`config.mk`:
```
export PLATFORM = sky130hd
export DESIGN_NAME = usb_root_hub_request_handler
export DESIGN_NICKNAME = d
export VERILOG_FILES = /design/src/rtl/rhr_pkg.sv /design/src/rtl/usb_root_hub_request_handler.sv /design/src/rtl/rhr_decode.sv /design/src/rtl/rhr_emitter.sv
export SDC_FILE = /design/constraint.sdc
export NUM_CORES = 1
export LEC_CHECK = 0
export ABC_AREA = 1
export BUFFER_PORTS_ARGS = -buffer_cell sky130_fd_sc_hd__buf_2
export CORE_MARGIN = 1.5
export CORE_UTILIZATION = 50
export CTS_CLUSTER_DIAMETER = 40
export DETAILED_ROUTE_END_ITERATION = 10
export HOLD_SLACK_MARGIN = 0.02
export MAX_ROUTING_LAYER = met4
export PLACE_DENSITY = 0.74
export SYNTH_ARGS = -nofsm -noshare
export SYNTH_HDL_FRONTEND = slang
export SYNTH_SLANG_ARGS = --single-unit
```
`constraint.sdc`:
```
create_clock -name clk_i -period 3.8 [get_ports clk_i]
set_input_delay 0.38 -clock clk_i [delete_from_list [all_inputs] [get_ports clk_i]]
set_output_delay 0.38 -clock clk_i [all_outputs]
set_load 0.01 [all_outputs]
```
`src/rtl/rhr_pkg.sv`:
```
// shared types and constants for the root hub request handler
// request codes, feature selectors, port word bit masks and the reply plan type
// no dependencies
package rhr_pkg;

  localparam int unsigned ReplyDepth = 9;
  localparam int unsigned IdxW       = $clog2(ReplyDepth);

  // standard request codes
  localparam logic [7:0] RqGetStatus     = 8'd0;
  localparam logic [7:0] RqClearFeature  = 8'd1;
  localparam logic [7:0] RqGetState      = 8'd2;
  localparam logic [7:0] RqSetFeature    = 8'd3;
  localparam logic [7:0] RqSetAddress    = 8'd5;
  localparam logic [7:0] RqGetDescriptor = 8'd6;
  localparam logic [7:0] RqSetDescriptor = 8'd7;
  localparam logic [7:0] RqGetConfig     = 8'd8;
  localparam logic [7:0] RqSetConfig     = 8'd9;
  localparam logic [7:0] RqGetInterface  = 8'd10;
  localparam logic [7:0] RqSetInterface  = 8'd11;
  localparam logic [7:0] RqSynchFrame    = 8'd12;

  // request types
  localparam logic [7:0] TypeDevOut  = 8'h00;
  localparam logic [7:0] TypeIfOut   = 8'h01;
  localparam logic [7:0] TypeEpOut   = 8'h02;
  localparam logic [7:0] TypeHubOut  = 8'h20;
  localparam logic [7:0] TypeDevIn   = 8'h80;
  localparam logic [7:0] TypeIfIn    = 8'h81;
  localparam logic [7:0] TypeEpIn    = 8'h82;
  localparam logic [7:0] TypePortOut = 8'h23;
  localparam logic [7:0] TypePortIn  = 8'hA3;
  localparam logic [7:0] TypeHubIn   = 8'hA0;

  // port feature selectors
  localparam logic [15:0] FsPortEnable  = 16'd1;
  localparam logic [15:0] FsPortSuspend = 16'd2;
  localparam logic [15:0] FsPortReset   = 16'd4;
  localparam logic [15:0] FsPortPower   = 16'd8;
  localparam logic [15:0] FsCPortConn   = 16'd16;
  localparam logic [15:0] FsCPortEnable = 16'd17;

  // port status/control word bits
  localparam logic [31:0] WcMask   = 32'hFFFF_FFF5;
  localparam logic [31:0] BitCsc   = 32'h0000_0002;
  localparam logic [31:0] BitPed   = 32'h0000_0004;
  localparam logic [31:0] BitPedc  = 32'h0000_0008;
  localparam logic [31:0] BitSusp  = 32'h0000_0080;
  localparam logic [31:0] BitPr    = 32'h0000_0100;
  localparam logic [31:0] BitLs    = 32'h0000_0C00;
  localparam logic [31:0] LsLow    = 32'h0000_0400;
  localparam logic [31:0] BitPo    = 32'h0000_2000;

  // hub descriptor constants
  localparam logic [7:0] DescLen       = 8'd9;
  localparam logic [7:0] DescTypeHub   = 8'h29;
  localparam logic [7:0] DescChar      = 8'h09;
  localparam logic [7:0] DescPwrOnGood = 8'd1;
  localparam logic [7:0] DescCurrent   = 8'd100;
  localparam logic [7:0] DescPwrMask   = 8'hFF;
  localparam logic [7:0] StatHiword    = 8'h05;

  // everything needed to emit the results of one request
  typedef struct packed {
    logic                            err;
    logic                            we;
    logic [31:0]                     word;
    logic                            rv;
    logic [ReplyDepth-1:0][7:0]      bytes;
    logic [IdxW-1:0]                 last_idx;
  } plan_t;

endpackage

```
`src/rtl/usb_root_hub_request_handler.sv`:
```
// top level of the root hub request handler: request register, port count
// register, decode and result sequencer; uses rhr_pkg, rhr_decode, rhr_emitter
//
// Usage
//   The request channel (in_valid_i / in_stall_o) carries one control request
//   with the current word of the addressed root port. The result channel
//   (out_valid_o / out_stall_i) carries the result items of that request in
//   order; reply_last_o marks the final one. A request gives one item, except
//   get-port-status (four reply bytes) and get-hub-descriptor (nine).
//   The first result of a request passes the request register and then the
//   plan register before it is shown. The result sequencer emits one item per
//   cycle while the receiver does not stall; under that condition single-item
//   requests also run at one per cycle. The request register takes the next
//   request while a plan is still being emitted.
//   The user must write port_count through cfg_we_i / cfg_wdata_i only while
//   idle; the block does not enforce this. It is limited to MAX_PORTS. Reset
//   empties both stages and sets port_count to 15. While the receiver stalls,
//   the shown item holds; the request register fills, then stalls the sender.
module usb_root_hub_request_handler #(
  parameter int unsigned MAX_PORTS = 15
) (
  input  logic        clk_i,
  input  logic        rst_ni,
  input  logic        cfg_we_i,
  input  logic [3:0]  cfg_wdata_i,
  input  logic        in_valid_i,
  output logic        in_stall_o,
  input  logic [7:0]  request_type_i,
  input  logic [7:0]  request_code_i,
  input  logic [15:0] feature_value_i,
  input  logic [7:0]  port_number_i,
  input  logic [31:0] port_word_in_i,
  output logic        out_valid_o,
  input  logic        out_stall_i,
  output logic        error_flag_o,
  output logic        port_write_enable_o,
  output logic [31:0] port_word_out_o,
  output logic        reply_valid_o,
  output logic [7:0]  reply_byte_o,
  output logic        reply_last_o
);

  localparam logic [3:0] MaxPortsW = 4'(MAX_PORTS);

  logic [3:0]     port_count_q;
  logic [3:0]     eff_count;
  logic           req_valid_q;
  logic [7:0]     req_type_q, req_code_q, req_port_q;
  logic [15:0]    req_feat_q;
  logic [31:0]    req_word_q;
  rhr_pkg::plan_t plan;
  logic           emit_free, plan_load, in_xfer;

  assign eff_count  = (port_count_q > MaxPortsW) ? MaxPortsW : port_count_q;
  assign plan_load  = req_valid_q && emit_free;
  assign in_stall_o = req_valid_q && !emit_free;
  assign in_xfer    = in_valid_i && !in_stall_o;

  always_ff @(posedge clk_i or negedge rst_ni) begin
    if (!rst_ni) begin
      port_count_q <= 4'd15;
      req_valid_q  <= 1'b0;
    end else begin
      if (cfg_we_i) begin
        port_count_q <= cfg_wdata_i;
      end
      if (in_xfer) begin
        req_valid_q <= 1'b1;
      end else if (plan_load) begin
        req_valid_q <= 1'b0;
      end
    end
  end

  always_ff @(posedge clk_i) begin
    if (in_xfer) begin
      req_type_q <= request_type_i;
      req_code_q <= request_code_i;
      req_feat_q <= feature_value_i;
      req_port_q <= port_number_i;
      req_word_q <= port_word_in_i;
    end
  end

  rhr_decode u_decode (
    .request_type_i  (req_type_q),
    .request_code_i  (req_code_q),
    .feature_value_i (req_feat_q),
    .port_number_i   (req_port_q),
    .port_word_in_i  (req_word_q),
    .eff_count_i     (eff_count),
    .plan_o          (plan)
  );

  rhr_emitter u_emitter (
    .clk_i               (clk_i),
    .rst_ni              (rst_ni),
    .load_i              (plan_load),
    .plan_i              (plan),
    .free_o              (emit_free),
    .out_valid_o         (out_valid_o),
    .out_stall_i         (out_stall_i),
    .error_flag_o        (error_flag_o),
    .port_write_enable_o (port_write_enable_o),
    .port_word_out_o     (port_word_out_o),
    .reply_valid_o       (reply_valid_o),
    .reply_byte_o        (reply_byte_o),
    .reply_last_o        (reply_last_o)
  );

endmodule

```
`src/rtl/rhr_decode.sv`:
```
// request decode: turns one registered request into a reply plan
// purely combinational; uses rhr_pkg
module rhr_decode (
  input  logic [7:0]     request_type_i,
  input  logic [7:0]     request_code_i,
  input  logic [15:0]    feature_value_i,
  input  logic [7:0]     port_number_i,
  input  logic [31:0]    port_word_in_i,
  input  logic [3:0]     eff_count_i,
  output rhr_pkg::plan_t plan_o
);

  logic        noop;
  logic        port_clear, port_set, port_stat, get_desc;
  logic        bad_port;
  logic [31:0] masked;
  logic        wr;
  logic [31:0] nw;

  always_comb begin
    noop = 1'b0;
    case (request_code_i)
      rhr_pkg::RqClearFeature, rhr_pkg::RqSetFeature: begin
        noop = request_type_i inside {rhr_pkg::TypeDevOut, rhr_pkg::TypeIfOut,
                                      rhr_pkg::TypeEpOut, rhr_pkg::TypeHubOut};
      end
      rhr_pkg::RqGetStatus: begin
        noop = request_type_i inside {rhr_pkg::TypeDevIn, rhr_pkg::TypeIfIn,
                                      rhr_pkg::TypeEpIn, rhr_pkg::TypeHubIn};
      end
      rhr_pkg::RqGetConfig, rhr_pkg::RqGetDescriptor: begin
        noop = (request_type_i == rhr_pkg::TypeDevIn);
      end
      rhr_pkg::RqGetInterface: begin
        noop = (request_type_i == rhr_pkg::TypeIfIn);
      end
      rhr_pkg::RqSetAddress, rhr_pkg::RqSetConfig: begin
        noop = (request_type_i == rhr_pkg::TypeDevOut);
      end
      rhr_pkg::RqSetDescriptor: begin
        noop = request_type_i inside {rhr_pkg::TypeDevOut, rhr_pkg::TypeHubOut};
      end
      rhr_pkg::RqSetInterface: begin
        noop = (request_type_i == rhr_pkg::TypeIfOut);
      end
      rhr_pkg::RqSynchFrame: begin
        noop = (request_type_i == rhr_pkg::TypeEpIn);
      end
      rhr_pkg::RqGetState: begin
        noop = (request_type_i == rhr_pkg::TypePortIn);
      end
      default: noop = 1'b0;
    endcase
  end

  assign get_desc   = (request_type_i == rhr_pkg::TypeHubIn) &&
                      (request_code_i == rhr_pkg::RqGetDescriptor);
  assign port_clear = (request_type_i == rhr_pkg::TypePortOut) &&
                      (request_code_i == rhr_pkg::RqClearFeature);
  assign port_set   = (request_type_i == rhr_pkg::TypePortOut) &&
                      (request_code_i == rhr_pkg::RqSetFeature);
  assign port_stat  = (request_type_i == rhr_pkg::TypePortIn) &&
                      (request_code_i == rhr_pkg::RqGetStatus);
  assign bad_port   = (port_number_i == 8'd0) || (port_number_i > {4'd0, eff_count_i});
  assign masked     = port_word_in_i & rhr_pkg::WcMask;

  // port feature write
  always_comb begin
    wr = 1'b1;
    nw = '0;
    if (port_clear) begin
      case (feature_value_i)
        rhr_pkg::FsPortEnable:  nw = masked & ~rhr_pkg::BitPed;
        rhr_pkg::FsPortSuspend: nw = masked & ~rhr_pkg::BitSusp;
        rhr_pkg::FsCPortConn:   nw = masked | rhr_pkg::BitCsc;
        rhr_pkg::FsCPortEnable: nw = masked | rhr_pkg::BitPedc;
        default:                wr = 1'b0;
      endcase
    end else begin
      case (feature_value_i)
        rhr_pkg::FsPortReset: begin
          // low-speed device: hand the port to the companion controller
          if ((port_word_in_i & rhr_pkg::BitLs) != rhr_pkg::LsLow) begin
            nw = masked | rhr_pkg::BitPr;
          end else begin
            nw = masked | rhr_pkg::BitPo;
          end
        end
        rhr_pkg::FsPortSuspend: nw = masked | rhr_pkg::BitSusp;
        rhr_pkg::FsPortPower:   nw = masked;
        default:                wr = 1'b0;
      endcase
    end
  end

  always_comb begin
    plan_o = '0;
    if (get_desc) begin
      plan_o.rv       = 1'b1;
      plan_o.bytes[0] = rhr_pkg::DescLen;
      plan_o.bytes[1] = rhr_pkg::DescTypeHub;
      plan_o.bytes[2] = {4'd0, eff_count_i};
      plan_o.bytes[3] = rhr_pkg::DescChar;
      plan_o.bytes[4] = 8'h00;
      plan_o.bytes[5] = rhr_pkg::DescPwrOnGood;
      plan_o.bytes[6] = rhr_pkg::DescCurrent;
      plan_o.bytes[7] = 8'h00;
      plan_o.bytes[8] = rhr_pkg::DescPwrMask;
      plan_o.last_idx = rhr_pkg::IdxW'(rhr_pkg::ReplyDepth - 1);
    end else if (noop) begin
      plan_o.last_idx = '0;
    end else if (!(port_clear || port_set || port_stat) || bad_port) begin
      plan_o.err = 1'b1;
    end else if (port_stat) begin
      plan_o.rv       = 1'b1;
      plan_o.bytes[0] = {3'd0, port_word_in_i[8], 1'b0, port_word_in_i[7],
                         port_word_in_i[2], port_word_in_i[0]};
      plan_o.bytes[1] = rhr_pkg::StatHiword;
      plan_o.bytes[2] = {6'd0, port_word_in_i[3], port_word_in_i[1]};
      plan_o.bytes[3] = 8'h00;
      plan_o.last_idx = rhr_pkg::IdxW'(3);
    end else begin
      plan_o.we   = wr;
      plan_o.word = wr ? nw : '0;
    end
  end

endmodule

```
`src/rtl/rhr_emitter.sv`:
```
// result sequencer: holds one reply plan and emits its items one per cycle while not stalled
// uses rhr_pkg
module rhr_emitter (
  input  logic           clk_i,
  input  logic           rst_ni,
  input  logic           load_i,
  input  rhr_pkg::plan_t plan_i,
  output logic           free_o,
  output logic           out_valid_o,
  input  logic           out_stall_i,
  output logic           error_flag_o,
  output logic           port_write_enable_o,
  output logic [31:0]    port_word_out_o,
  output logic           reply_valid_o,
  output logic [7:0]     reply_byte_o,
  output logic           reply_last_o
);

  logic                     valid_q;
  rhr_pkg::plan_t           plan_q;
  logic [rhr_pkg::IdxW-1:0] idx_q;
  logic                     xfer, last;

  assign last   = (idx_q == plan_q.last_idx);
  assign xfer   = valid_q && !out_stall_i;
  assign free_o = !valid_q || (xfer && last);

  always_ff @(posedge clk_i or negedge rst_ni) begin
    if (!rst_ni) begin
      valid_q <= 1'b0;
      idx_q   <= '0;
    end else if (load_i) begin
      valid_q <= 1'b1;
      idx_q   <= '0;
    end else if (xfer) begin
      if (last) begin
        valid_q <= 1'b0;
      end else begin
        idx_q <= idx_q + rhr_pkg::IdxW'(1);
      end
    end
  end

  always_ff @(posedge clk_i) begin
    if (load_i) begin
      plan_q <= plan_i;
    end
  end

  assign out_valid_o         = valid_q;
  assign error_flag_o        = plan_q.err;
  assign port_write_enable_o = plan_q.we;
  assign port_word_out_o     = plan_q.word;
  assign reply_valid_o       = plan_q.rv;
  assign reply_byte_o        = plan_q.bytes[idx_q];
  assign reply_last_o        = last;

endmodule

```
==> impl_results.html, run 1 <==
<table>
<tr><th>Metric</th><th>Value</th></tr>
<tr><th colspan="2">Outcome</th></tr>
<tr><td>Result of the run</td><td>completed</td></tr>
<tr><th colspan="2">Clock tree</th></tr>
<tr><td>Clock network latency to the later pin of the worst-skew pair</td><td>0.40 ns</td></tr>
<tr><td>Count of hold-fix buffers inserted at cts</td><td>1</td></tr>
<tr><td>Clk slew on worst S/H paths</td><td>0.06 ns</td></tr>
<tr><td>Total number of clock tree sinks</td><td>128</td></tr>
<tr><td>Number of gates resized after cts</td><td>0</td></tr>
<tr><td>CTS tree</td><td>built</td></tr>
<tr><td>Number of H-tree levels</td><td>4</td></tr>
<tr><td>Cell chosen for the clock root</td><td>sky130_fd_sc_hd__clkbuf_16</td></tr>
<tr><td>Maximum root-to-sink buffer count</td><td>2</td></tr>
<tr><td>Setup Fix Bufs, Post-CTS</td><td>0</td></tr>
<tr><td>Number of CTS-inserted buffers</td><td>17</td></tr>
<tr><th colspan="2">Worst setup path</th></tr>
<tr><td>Biggest fanout along the worst timing path</td><td>43</td></tr>
<tr><td>Number of cell instances on the worst register-to-register path</td><td>8</td></tr>
<tr><td>Crit-path most repeated cell</td><td>sky130_fd_sc_hd__inv_2</td></tr>
<tr><td>Data arrival at the endpoint of the critical path</td><td>2.77 ns</td></tr>
<tr><td>Critical Path Source Type</td><td>register</td></tr>
<tr><td>Critical path data required time</td><td>3.89 ns</td></tr>
<tr><td>Critical path's top delay family</td><td>buffers and inverters</td></tr>
<tr><td>Critical Setup Path Class</td><td>reg -&gt; reg</td></tr>
<tr><td>Destination of the worst register-to-register timing path</td><td>req_type_q[0]</td></tr>
<tr><td>Startpoint of the worst-slack reg-to-reg timing path</td><td>u_emitter.idx_q[1]</td></tr>
<tr><td>Worst path bufs/invs</td><td>3</td></tr>
<tr><td>R2R Setup Slk</td><td>1.12 ns</td></tr>
<tr><td>Critical path capture point type</td><td>register</td></tr>
<tr><td>CP max stage cell</td><td>sky130_fd_sc_hd__inv_2</td></tr>
<tr><td>Maximum single-stage delay on the critical path</td><td>0.54 ns</td></tr>
<tr><td>Series of cell instances along the critical path</td><td>inv_2, nor2_2, nor3_1, nand4_1, o21ai_2, o21ai_0, inv_2, buf_12</td></tr>
<tr><th colspan="2">Cells and area</th></tr>
<tr><td>Number of nets in the final layout</td><td>710</td></tr>
<tr><td>Most frequent cells in the layout</td><td>sky130_fd_sc_hd__buf_2, sky130_fd_sc_hd__edfxtp_1, sky130_fd_sc_hd__nand2_1</td></tr>
<tr><td>Most frequent standard cell in the layout excluding fill and tap cells</td><td>sky130_fd_sc_hd__buf_2</td></tr>
<tr><td>Share of post-route cells with drive strength above 1</td><td>0.340</td></tr>
<tr><td>Filler Cell Count</td><td>928</td></tr>
<tr><td>Area growth syn-to-layout</td><td>19.5%</td></tr>
<tr><td>Count of non-filler cells in the finished layout</td><td>778</td></tr>
<tr><td>Fraction of the core area covered by cells at the end of the flow</td><td>0.613</td></tr>
<tr><td>Ant diodes</td><td>0</td></tr>
<tr><th colspan="2">Timing</th></tr>
<tr><td>Worst-case hold slack</td><td>0.146 ns</td></tr>
<tr><td>Share of the clock period used by the worst path after layout</td><td>0.704</td></tr>
<tr><td>Post-Route Skew</td><td>0.00663 ns</td></tr>
<tr><td>Max-slew headroom at the worst pin</td><td>0.377</td></tr>
<tr><td>Setup tns final</td><td>0 ns</td></tr>
<tr><td>Unrepaired setup endpoints after global routing</td><td>false</td></tr>
<tr><td>Slew at the pin with the worst max-slew slack</td><td>0.933 ns</td></tr>
<tr><td>Minimum clock period after layout</td><td>2.68 ns</td></tr>
<tr><td>Hold Fails Final Rpt</td><td>0</td></tr>
<tr><td>Final setup vio count</td><td>0</td></tr>
<tr><td>Number of max-slew violations in the final report</td><td>0</td></tr>
<tr><td>Fmax</td><td>374 MHz</td></tr>
<tr><th colspan="2">Pwr</th></tr>
<tr><td>Largest vdd supply drop</td><td>429 µV</td></tr>
<tr><td>Total Power Consumption</td><td>0.00441 W</td></tr>
<tr><td>Power share of the combinational group</td><td>0.180</td></tr>
<tr><td>Portion of total power attributed to the clock network</td><td>0.364</td></tr>
<tr><td>Switching power as a share of total power</td><td>0.281</td></tr>
<tr><td>Share of power burned in registers</td><td>0.456</td></tr>
<tr><td>Cell Pwr Density</td><td>630 nW/µm²</td></tr>
<tr><td>Leakage</td><td>2.90 nW</td></tr>
<tr><td>Switching power summed over all nets</td><td>0.00124 W</td></tr>
<tr><td>Cell internal pwr</td><td>0.00317 W</td></tr>
<tr><th colspan="2">GRT</th></tr>
<tr><td>Total global routing overflow</td><td>0</td></tr>
<tr><td>Global Route Usage Sum</td><td>0.184</td></tr>
<tr><td>Met2 track utilization from global routing</td><td>0.308</td></tr>
<tr><td>Largest net degree at the start of global routing</td><td>47</td></tr>
<tr><td>Wire length of the first global-routing pass</td><td>17.1 mm</td></tr>
<tr><td>Global routing met1 resource utilization</td><td>0.217</td></tr>
<tr><td>Number of global-route vias before repair</td><td>3671</td></tr>
<tr><td>Met3 Track Usage GR</td><td>0.0476</td></tr>
<tr><td>Initial antenna violation count</td><td>0</td></tr>
<tr><td>Most crowded layer after global routing</td><td>met2</td></tr>
<tr><th colspan="2">Routing</th></tr>
<tr><td>Post-DR wirelength/cell</td><td>13.3 µm</td></tr>
<tr><td>Aggregate routed wire length</td><td>10.4 mm</td></tr>
<tr><td>DR vias/cell</td><td>4.79</td></tr>
<tr><td>DRC errors left</td><td>0</td></tr>
<tr><td>Router iterations before antenna repair</td><td>6</td></tr>
<tr><td>DRC marker count from the first detailed-route iteration</td><td>256</td></tr>
<tr><td>Vias</td><td>3724</td></tr>
<tr><td>Antenna-violating nets left</td><td>0</td></tr>
<tr><th colspan="2">Logic synthesis</th></tr>
<tr><td>Synth top area share</td><td>0.605</td></tr>
<tr><td>Post-Syn Area</td><td>5860 µm²</td></tr>
<tr><td>Net count after synthesis</td><td>602</td></tr>
<tr><td>Synthesized area divided by synthesized cell count</td><td>11.4 µm²</td></tr>
<tr><td>Cell taking the most area after synthesis</td><td>sky130_fd_sc_hd__edfxtp_1</td></tr>
<tr><td>Synth warnings</td><td>0</td></tr>
<tr><td>Sequential fraction of the synthesis area</td><td>0.649</td></tr>
<tr><td>Synthesized flop and latch total</td><td>128</td></tr>
<tr><td>Cells taking the most area after synthesis</td><td>sky130_fd_sc_hd__edfxtp_1, sky130_fd_sc_hd__nor3_2, sky130_fd_sc_hd__inv_1</td></tr>
<tr><td>Number of instances in the synthesized netlist</td><td>516</td></tr>
<tr><td>Count of distinct cell types in the synthesized netlist</td><td>35</td></tr>
<tr><th colspan="2">Worst hold path</th></tr>
<tr><td>Launch point of the worst hold path</td><td>port_word_in_i[29]</td></tr>
<tr><td>Path category of the worst min-delay check</td><td>in -&gt; reg</td></tr>
<tr><td>Number of stages on the worst hold path</td><td>1</td></tr>
<tr><td>Worst Hold End</td><td>req_word_q[29]</td></tr>
<tr><th colspan="2">Floorplanning</th></tr>
<tr><td>Effective utilization at floorplan</td><td>0.513</td></tr>
<tr><td>Top Ports</td><td>127</td></tr>
<tr><td>Horizontal extent of the die</td><td>111 µm</td></tr>
<tr><td>Number of rows in the core area</td><td>39</td></tr>
<tr><td>Die height</td><td>111 µm</td></tr>
<tr><td>Area of the die</td><td>12400 µm²</td></tr>
<tr><td>Core area</td><td>11400 µm²</td></tr>
<tr><th colspan="2">Place</th></tr>
<tr><td>Post-Place Cells</td><td>747</td></tr>
<tr><td>Post-DP HPWL</td><td>7.51 mm</td></tr>
<tr><td>GPL Wtd Cong</td><td>0.878</td></tr>
<tr><td>Port Buffer Count</td><td>126</td></tr>
<tr><th colspan="2">Run</th></tr>
<tr><td>Max-cap violations</td><td>0</td></tr>
</table>
[worst register-to-register path: cells and delay by family (launching register included)]
family	cells	cell delay, ns
compound gates	2	0.40
buf+inv	3	1.01
flops	1	0.48
simple gates	3	0.47
[synth_stat cells]
library cell and n:
sky130_fd_sc_hd__buf_6 3, sky130_fd_sc_hd__and2_1 1, sky130_fd_sc_hd__nor2_1 64, sky130_fd_sc_hd__o21ai_2 1
sky130_fd_sc_hd__clkinv_1 2, sky130_fd_sc_hd__nor2_8 1, sky130_fd_sc_hd__inv_1 78, sky130_fd_sc_hd__edfxtp_1 118
sky130_fd_sc_hd__ha_1 5, sky130_fd_sc_hd__nand2_2 2, sky130_fd_sc_hd__buf_4 33, sky130_fd_sc_hd__nand4_1 11
sky130_fd_sc_hd__nor2_2 11, sky130_fd_sc_hd__buf_2 3, sky130_fd_sc_hd__o41ai_1 1, sky130_fd_sc_hd__o2111ai_1 1
sky130_fd_sc_hd__dfstp_2 4, sky130_fd_sc_hd__nand3_4 1, sky130_fd_sc_hd__or2_2 1, sky130_fd_sc_hd__o311ai_0 1
sky130_fd_sc_hd__nor3_2 30, sky130_fd_sc_hd__a21oi_1 4, sky130_fd_sc_hd__o211ai_1 1, sky130_fd_sc_hd__nor3_1 2
sky130_fd_sc_hd__o21ai_0 13, sky130_fd_sc_hd__dfrtp_1 6, sky130_fd_sc_hd__nand3b_1 3, sky130_fd_sc_hd__nand3_2 1
sky130_fd_sc_hd__a22oi_1 3, sky130_fd_sc_hd__nor2_4 1, sky130_fd_sc_hd__o31ai_1 1, sky130_fd_sc_hd__inv_2 3
sky130_fd_sc_hd__a21o_1 1, sky130_fd_sc_hd__nand2_1 78, sky130_fd_sc_hd__nand3_1 27
[how the worst max path moves through the flow]
| stage | start | slack, ns | endpoint | cells past startpoint |
|---|---|---|---|---|
| after floorplan | u_emitter.idx_q[1] | 0.66 | req_code_q[0] | 8 |
| after global placement | u_emitter.idx_q[1] | 1.19 | req_type_q[2] | 8 |
| after detailed placement | u_emitter.idx_q[1] | 1.11 | req_type_q[3] | 8 |
| after CTS | u_emitter.idx_q[1] | 1.10 | req_type_q[3] | 8 |
| after global routing | u_emitter.idx_q[1] | 0.85 | req_word_q[10] | 8 |
| final | u_emitter.idx_q[1] | 1.12 | req_type_q[0] | 8 |
[power by group through the flow]
stage / registers (W) / clock network [W] / logic (W)
after floorplan: 0.00200 / 0 / 0.000599
after global placement: 0.00203 / 0 / 0.000794
after detailed placement: 0.00204 / 0 / 0.000802
after CTS: 0.00201 / 0.00164 / 0.000804
after global routing: 0.00204 / 0.00170 / 0.000899
final: 0.00201 / 0.00161 / 0.000794
[through the flow]
stage                     setup slack, ns  cell area (µm²)
after floorplan                     0.663             5860
after global placement               1.19             6390
after detailed placement             1.11             6390
after CTS                            1.10             7000
after global routing                0.845             7000
final                                1.12             7000
[final cells by class]
class                           instances  area, µm²  share of cell area
Timing Repair Buffer                  128        661              0.0944
Inverter                               83        312              0.0445
Sequential cell                       128       3800               0.543
Multi-Input combinational cell        266       1460               0.208
Clock buffer                           17        425              0.0608
Tap cell                              143        179              0.0256
Clock inverter                         13        166              0.0238
[cells by family (layout without fill, tap and decap cells)]
family                     Yosys count  in the layout  synth area share
AOI/OAI and AO/OA                   27             27            0.0282
adders and majority gates            5              5            0.0107
buffers and inverters              122            241             0.104
DFF                                128            128             0.649
and+or+nand+nor                    234            234             0.209
[flip-flops by register name (all words and copies together) (netlist names)]
name	cells
u_emitter.out_valid_o	1
req_port_q	8
port_count_q	4
req_code_q	8
req_type_q	8
u_emitter.error_flag_o	1
u_emitter.idx_q	4
u_emitter.port_word_out_o	32
req_valid_q	1
u_emitter.plan_q	12
req_feat_q	16
u_emitter.port_write_enable_o	1
req_word_q	32
[per-layer routing]
layer | routed length, µm | share of wire | vias up
met5 | 0 | 0 | -
met4 | 131 | 0.013 | 0
met3 | 434 | 0.042 | 10
met2 | 5370 | 0.52 | 100
met1 | 4430 | 0.43 | 1702
li1 | - | - | 1912
No activity file was read; power rests on OpenSTA's default activity.
==> run 2: changes to the inputs <==
ABC_AREA = 0   (was 1)
CORE_UTILIZATION = 48   (was 50)
PLACE_DENSITY = 0.75   (was 0.74)
clock period = 2.15 ns   (was 3.8 ns; I/O delays follow)
==> run 2 against run 1 <==
Against the previous run: the flow now finishes with violations (negative setup slack); core utilization is 13 points higher; clock-buffer cell count is 8 higher; flip-flop and latch count is the same; synthesized area decreased by 7.9%; via count rose by 6.0%; clock skew up 0.00092 ns; hold slack worse by 0.059 ns; register-to-register slack got worse by 1.3 ns; combinational power rose by 86%; worst setup slack worse by 1.3 ns; clock power grew 61%; critical endpoint is now u_emitter.port_word_out_o[30]; highest routed layer unchanged; critical path depth down 2.
==> impl_results.html, run 2 <==
<table>
<tr><th>Metric</th><th>Value</th></tr>
<tr><th colspan="2">Outcome</th></tr>
<tr><td>Failing checks</td><td>negative setup slack</td></tr>
<tr><td>Result of the run</td><td>complete, but fails checks</td></tr>
<tr><th colspan="2">GRT</th></tr>
<tr><td>Number of global-route vias before repair</td><td>3793 (+3.3%)</td></tr>
<tr><td>Wire length of the first global-routing pass</td><td>18.1 mm (+5.7%)</td></tr>
<tr><td>Initial antenna violation count</td><td>0 (unchanged)</td></tr>
<tr><td>Largest net degree at the start of global routing</td><td>35 (-26%)</td></tr>
<tr><td>Total global routing overflow</td><td>0 (unchanged)</td></tr>
<tr><td>Global Route Usage Sum</td><td>0.213 (+0.0290)</td></tr>
<tr><th colspan="2">Worst hold path</th></tr>
<tr><td>Worst Hold End</td><td>u_emitter.idx_q[2]</td></tr>
<tr><td>Number of stages on the worst hold path</td><td>3 (+2)</td></tr>
<tr><td>Launch point of the worst hold path</td><td>out_stall_i</td></tr>
<tr><td>Path category of the worst min-delay check</td><td>in -&gt; reg</td></tr>
<tr><th colspan="2">Place</th></tr>
<tr><td>Post-DP HPWL</td><td>6.84 mm (-9.0%)</td></tr>
<tr><td>Port Buffer Count</td><td>126 (unchanged)</td></tr>
<tr><td>GPL Wtd Cong</td><td>0.804 (-8.4%)</td></tr>
<tr><td>Post-Place Cells</td><td>618 (-17%)</td></tr>
<tr><th colspan="2">Logic synthesis</th></tr>
<tr><td>Most common flop cell mapped by yosys</td><td>sky130_fd_sc_hd__edfxtp_1</td></tr>
<tr><td>Commonest cells in the synthesized netlist</td><td>sky130_fd_sc_hd__edfxtp_1, sky130_fd_sc_hd__buf_4, sky130_fd_sc_hd__and2_1, sky130_fd_sc_hd__nand2_1, sky130_fd_sc_hd__nor2_1</td></tr>
<tr><td>Synth warnings</td><td>0 (unchanged)</td></tr>
<tr><td>Count of distinct cell types in the synthesized netlist</td><td>58 (+66%)</td></tr>
<tr><td>Sequential fraction of the synthesis area</td><td>0.704 (+0.0557)</td></tr>
<tr><td>Synthesized flop and latch total</td><td>128 (unchanged)</td></tr>
<tr><td>Async set-or-reset flop fraction in the synthesized netlist</td><td>0.0781 (unchanged)</td></tr>
<tr><td>Synthesized area divided by synthesized cell count</td><td>14.7 µm² (+29%)</td></tr>
<tr><td>Number of instances in the synthesized netlist</td><td>367 (-29%)</td></tr>
<tr><td>Synth top area share</td><td>0.657 (+0.0519)</td></tr>
<tr><td>Post-Syn Area</td><td>5390 µm² (-7.9%)</td></tr>
<tr><td>Count of flip-flops with a built-in enable after synthesis</td><td>118 (unchanged)</td></tr>
<tr><td>Cells taking the most area after synthesis</td><td>sky130_fd_sc_hd__edfxtp_1, sky130_fd_sc_hd__buf_4, sky130_fd_sc_hd__and2_1</td></tr>
<tr><td>Cell taking the most area after synthesis</td><td>sky130_fd_sc_hd__edfxtp_1</td></tr>
<tr><td>Library cell with the highest instance count after synthesis</td><td>sky130_fd_sc_hd__edfxtp_1</td></tr>
<tr><td>Net count after synthesis</td><td>453 (-25%)</td></tr>
<tr><th colspan="2">Run</th></tr>
<tr><td>Max-cap violations</td><td>0 (unchanged)</td></tr>
<tr><th colspan="2">Timing</th></tr>
<tr><td>Post-route worst setup slack</td><td>-0.152 ns (-1.28 ns)</td></tr>
<tr><td>Unrepaired setup endpoints after global routing</td><td>true</td></tr>
<tr><td>Slew at the pin with the worst max-slew slack</td><td>0.469 ns (-0.464 ns)</td></tr>
<tr><td>Post-Route Skew</td><td>0.00755 ns (+0.000921 ns)</td></tr>
<tr><td>Final setup vio count</td><td>68 (+68)</td></tr>
<tr><td>Setup tns final</td><td>-4.36 ns (-4.36 ns)</td></tr>
<tr><td>Minimum clock period after layout</td><td>2.30 ns (-0.373 ns)</td></tr>
<tr><td>Share of the clock period used by the worst path after layout</td><td>1.07 (+0.367)</td></tr>
<tr><td>Fmax</td><td>434 MHz (+16%)</td></tr>
<tr><td>Worst-case hold slack</td><td>0.0878 ns (-0.0585 ns)</td></tr>
<tr><td>Hold Fails Final Rpt</td><td>0 (unchanged)</td></tr>
<tr><td>Max-slew headroom at the worst pin</td><td>0.684 (+0.308)</td></tr>
<tr><td>Number of max-slew violations in the final report</td><td>0 (unchanged)</td></tr>
<tr><th colspan="2">Floorplanning</th></tr>
<tr><td>Effective utilization at floorplan</td><td>0.495 (-0.0175)</td></tr>
<tr><td>Top Ports</td><td>127 (unchanged)</td></tr>
<tr><td>Number of rows in the core area</td><td>38 (-2.6%)</td></tr>
<tr><td>Horizontal extent of the die</td><td>109 µm (-2.0%)</td></tr>
<tr><td>Die height</td><td>109 µm (-2.0%)</td></tr>
<tr><td>Area of the die</td><td>11900 µm² (-4.0%)</td></tr>
<tr><td>Core area</td><td>10900 µm² (-4.6%)</td></tr>
<tr><th colspan="2">Pwr</th></tr>
<tr><td>Switching power as a share of total power</td><td>0.255 (-0.0260)</td></tr>
<tr><td>Cell Pwr Density</td><td>895 nW/µm² (+42%)</td></tr>
<tr><td>Power share of the combinational group</td><td>0.204 (+0.024)</td></tr>
<tr><td>Switching power summed over all nets</td><td>0.00185 W (+49%)</td></tr>
<tr><td>Total Power Consumption</td><td>0.00725 W (+64%)</td></tr>
<tr><td>Portion of total power attributed to the clock network</td><td>0.357 (-0.007)</td></tr>
<tr><td>Share of power burned in registers</td><td>0.439 (-0.017)</td></tr>
<tr><td>Cell internal pwr</td><td>0.00540 W (+70%)</td></tr>
<tr><td>Leakage</td><td>3.24 nW (+12%)</td></tr>
<tr><td>Largest vdd supply drop</td><td>841 µV (+96%)</td></tr>
<tr><th colspan="2">Worst setup path</th></tr>
<tr><td>Destination of the worst register-to-register timing path</td><td>u_emitter.port_word_out_o[30]</td></tr>
<tr><td>Biggest fanout along the worst timing path</td><td>7 (-84%)</td></tr>
<tr><td>Data arrival at the endpoint of the critical path</td><td>2.69 ns (-0.08 ns)</td></tr>
<tr><td>Critical Path Source Type</td><td>register</td></tr>
<tr><td>Critical path data required time</td><td>2.53 ns (-1.36 ns)</td></tr>
<tr><td>Critical Setup Path Class</td><td>reg -&gt; reg</td></tr>
<tr><td>Critical path capture point type</td><td>register</td></tr>
<tr><td>R2R Setup Slk</td><td>-0.15 ns (-1.28 ns)</td></tr>
<tr><td>Startpoint of the worst-slack reg-to-reg timing path</td><td>req_code_q[0]</td></tr>
<tr><td>Number of cell instances on the worst register-to-register path</td><td>6 (-2)</td></tr>
<tr><th colspan="2">Cells and area</th></tr>
<tr><td>Ant diodes</td><td>0 (unchanged)</td></tr>
<tr><td>Most frequent cells in the layout</td><td>sky130_fd_sc_hd__buf_2, sky130_fd_sc_hd__edfxtp_1, sky130_fd_sc_hd__dlygate4sd3_1</td></tr>
<tr><td>Most frequent standard cell in the layout excluding fill and tap cells</td><td>sky130_fd_sc_hd__buf_2</td></tr>
<tr><td>Area growth syn-to-layout</td><td>50.3%</td></tr>
<tr><td>Count of non-filler cells in the finished layout</td><td>757 (-2.7%)</td></tr>
<tr><td>Total area of multi-input combinational cells</td><td>1470 µm² (+1.1%)</td></tr>
<tr><td>Filler Cell Count</td><td>615 (-34%)</td></tr>
<tr><td>Sequential cell area in the final layout</td><td>3800 µm² (about the same)</td></tr>
<tr><td>Number of nets in the final layout</td><td>690 (-2.8%)</td></tr>
<tr><td>Share of post-route cells with drive strength above 1</td><td>0.429 (+0.0893)</td></tr>
<tr><th colspan="2">Clock tree</th></tr>
<tr><td>Maximum root-to-sink buffer count</td><td>2 (unchanged)</td></tr>
<tr><td>Clock network latency to the later pin of the worst-skew pair</td><td>0.52 ns (+0.12 ns)</td></tr>
<tr><td>CTS tree</td><td>built</td></tr>
<tr><td>Total number of clock tree sinks</td><td>128 (unchanged)</td></tr>
<tr><td>Number of H-tree levels</td><td>4 (unchanged)</td></tr>
<tr><td>Clk slew on worst S/H paths</td><td>0.05 ns (about the same)</td></tr>
<tr><td>Number of CTS-inserted buffers</td><td>17 (unchanged)</td></tr>
<tr><td>Cell chosen for the clock root</td><td>sky130_fd_sc_hd__clkbuf_8</td></tr>
<tr><th colspan="2">Routing</th></tr>
<tr><td>DRC errors left</td><td>0 (unchanged)</td></tr>
<tr><td>Router iterations before antenna repair</td><td>5 (-1)</td></tr>
<tr><td>Vias</td><td>3947 (+6.0%)</td></tr>
<tr><td>Antenna-violating nets left</td><td>0 (unchanged)</td></tr>
<tr><td>DRC marker count from the first detailed-route iteration</td><td>325 (+27%)</td></tr>
<tr><td>DR vias/cell</td><td>5.21 (+8.9%)</td></tr>
<tr><td>Post-DR wirelength/cell</td><td>18.2 µm (+36%)</td></tr>
<tr><td>Aggregate routed wire length</td><td>13.8 mm (+33%)</td></tr>
</table>
[run 2: layer usage]
metal | wire length, µm | track usage | vias up
met5 | 0 | - | -
met4 | 327 | 0.104 | 0
met3 | 851 | 0.0502 | 30
met2 | 7570 | 0.367 | 179
met1 | 5010 | 0.232 | 1915
li1 | - | - | 1823
[run 2: kinds of logic after synthesis]
logic type | after synthesis | synth area share
AND/OR/NAND/NOR | 120 | 0.133
buffers and inverters | 53 | 0.0645
adder cells (fa/ha/maj) | 5 | 0.0116
flip-flops | 128 | 0.704
multiplexers | 5 | 0.0118
XOR/XNOR | 4 | 0.00650
AO/OA/AOI/OAI | 52 | 0.0687
[run 2: how the worst max path moves through the flow]
stage	startpoint	end	cells after the start
2_1_floorplan	u_emitter.idx_q[1]	u_emitter.error_flag_o	4
3_3_place_gp	req_code_q[5]	u_emitter.port_word_out_o[8]	8
3_5_place_dp	req_code_q[5]	u_emitter.port_word_out_o[13]	8
4_1_cts	u_emitter.idx_q[1]	in_stall_o	7
5_1_grt	u_emitter.plan_q[0]	in_stall_o	7
6_report	req_code_q[0]	u_emitter.port_word_out_o[30]	6
[run 2: stage by stage]
step	util	setup WS (ns)	cell area (µm²)
after floorplan	-	-0.252	5400
after global routing	0.745	-0.212	8110
after global placement	0.567	0.0294	6180
final	0.745	-0.152	8110
after detailed placement	0.567	-0.0405	6180
after CTS	0.702	-0.138	7640
[run 2: final cells by class]
class                   instances  share of cell area
repair buffers                261               0.258
clock inverters                 7             0.00756
multi-input cells             187               0.181
inverters                       9             0.00417
well taps                     140              0.0216
clock buffers                  25              0.0585
flip-flops and latches        128               0.469
[run 2: critical path, cell delays in order, from the launching register on]
cell and delay, ns:
sky130_fd_sc_hd__edfxtp_1 0.48, sky130_fd_sc_hd__or3b_1 0.46, sky130_fd_sc_hd__a2111oi_4 0.36, sky130_fd_sc_hd__and3_4 0.24, sky130_fd_sc_hd__o221a_4 0.30, sky130_fd_sc_hd__clkbuf_16 0.19
sky130_fd_sc_hd__and2_1 0.14
[run 2: power by group through the flow]
stage	Sequential (W)	Combinational (W)	Clock [W]
after floorplan	0.00317	0.000693	0
after global placement	0.00319	0.00103	0
after detailed placement	0.00320	0.00108	0
after CTS	0.00316	0.00126	0.00260
after global routing	0.00320	0.00158	0.00272
final	0.00318	0.00148	0.00259
[run 2: timing repair]
item,4_1_cts,5_1_grt
pin swaps,1,25
gates resized for setup,10,55
setup buffers,4,5
endpoints found under the setup margin,36,116
gates cloned,0,13
hold endpoints to repair,87,0
hold buffers,85,0
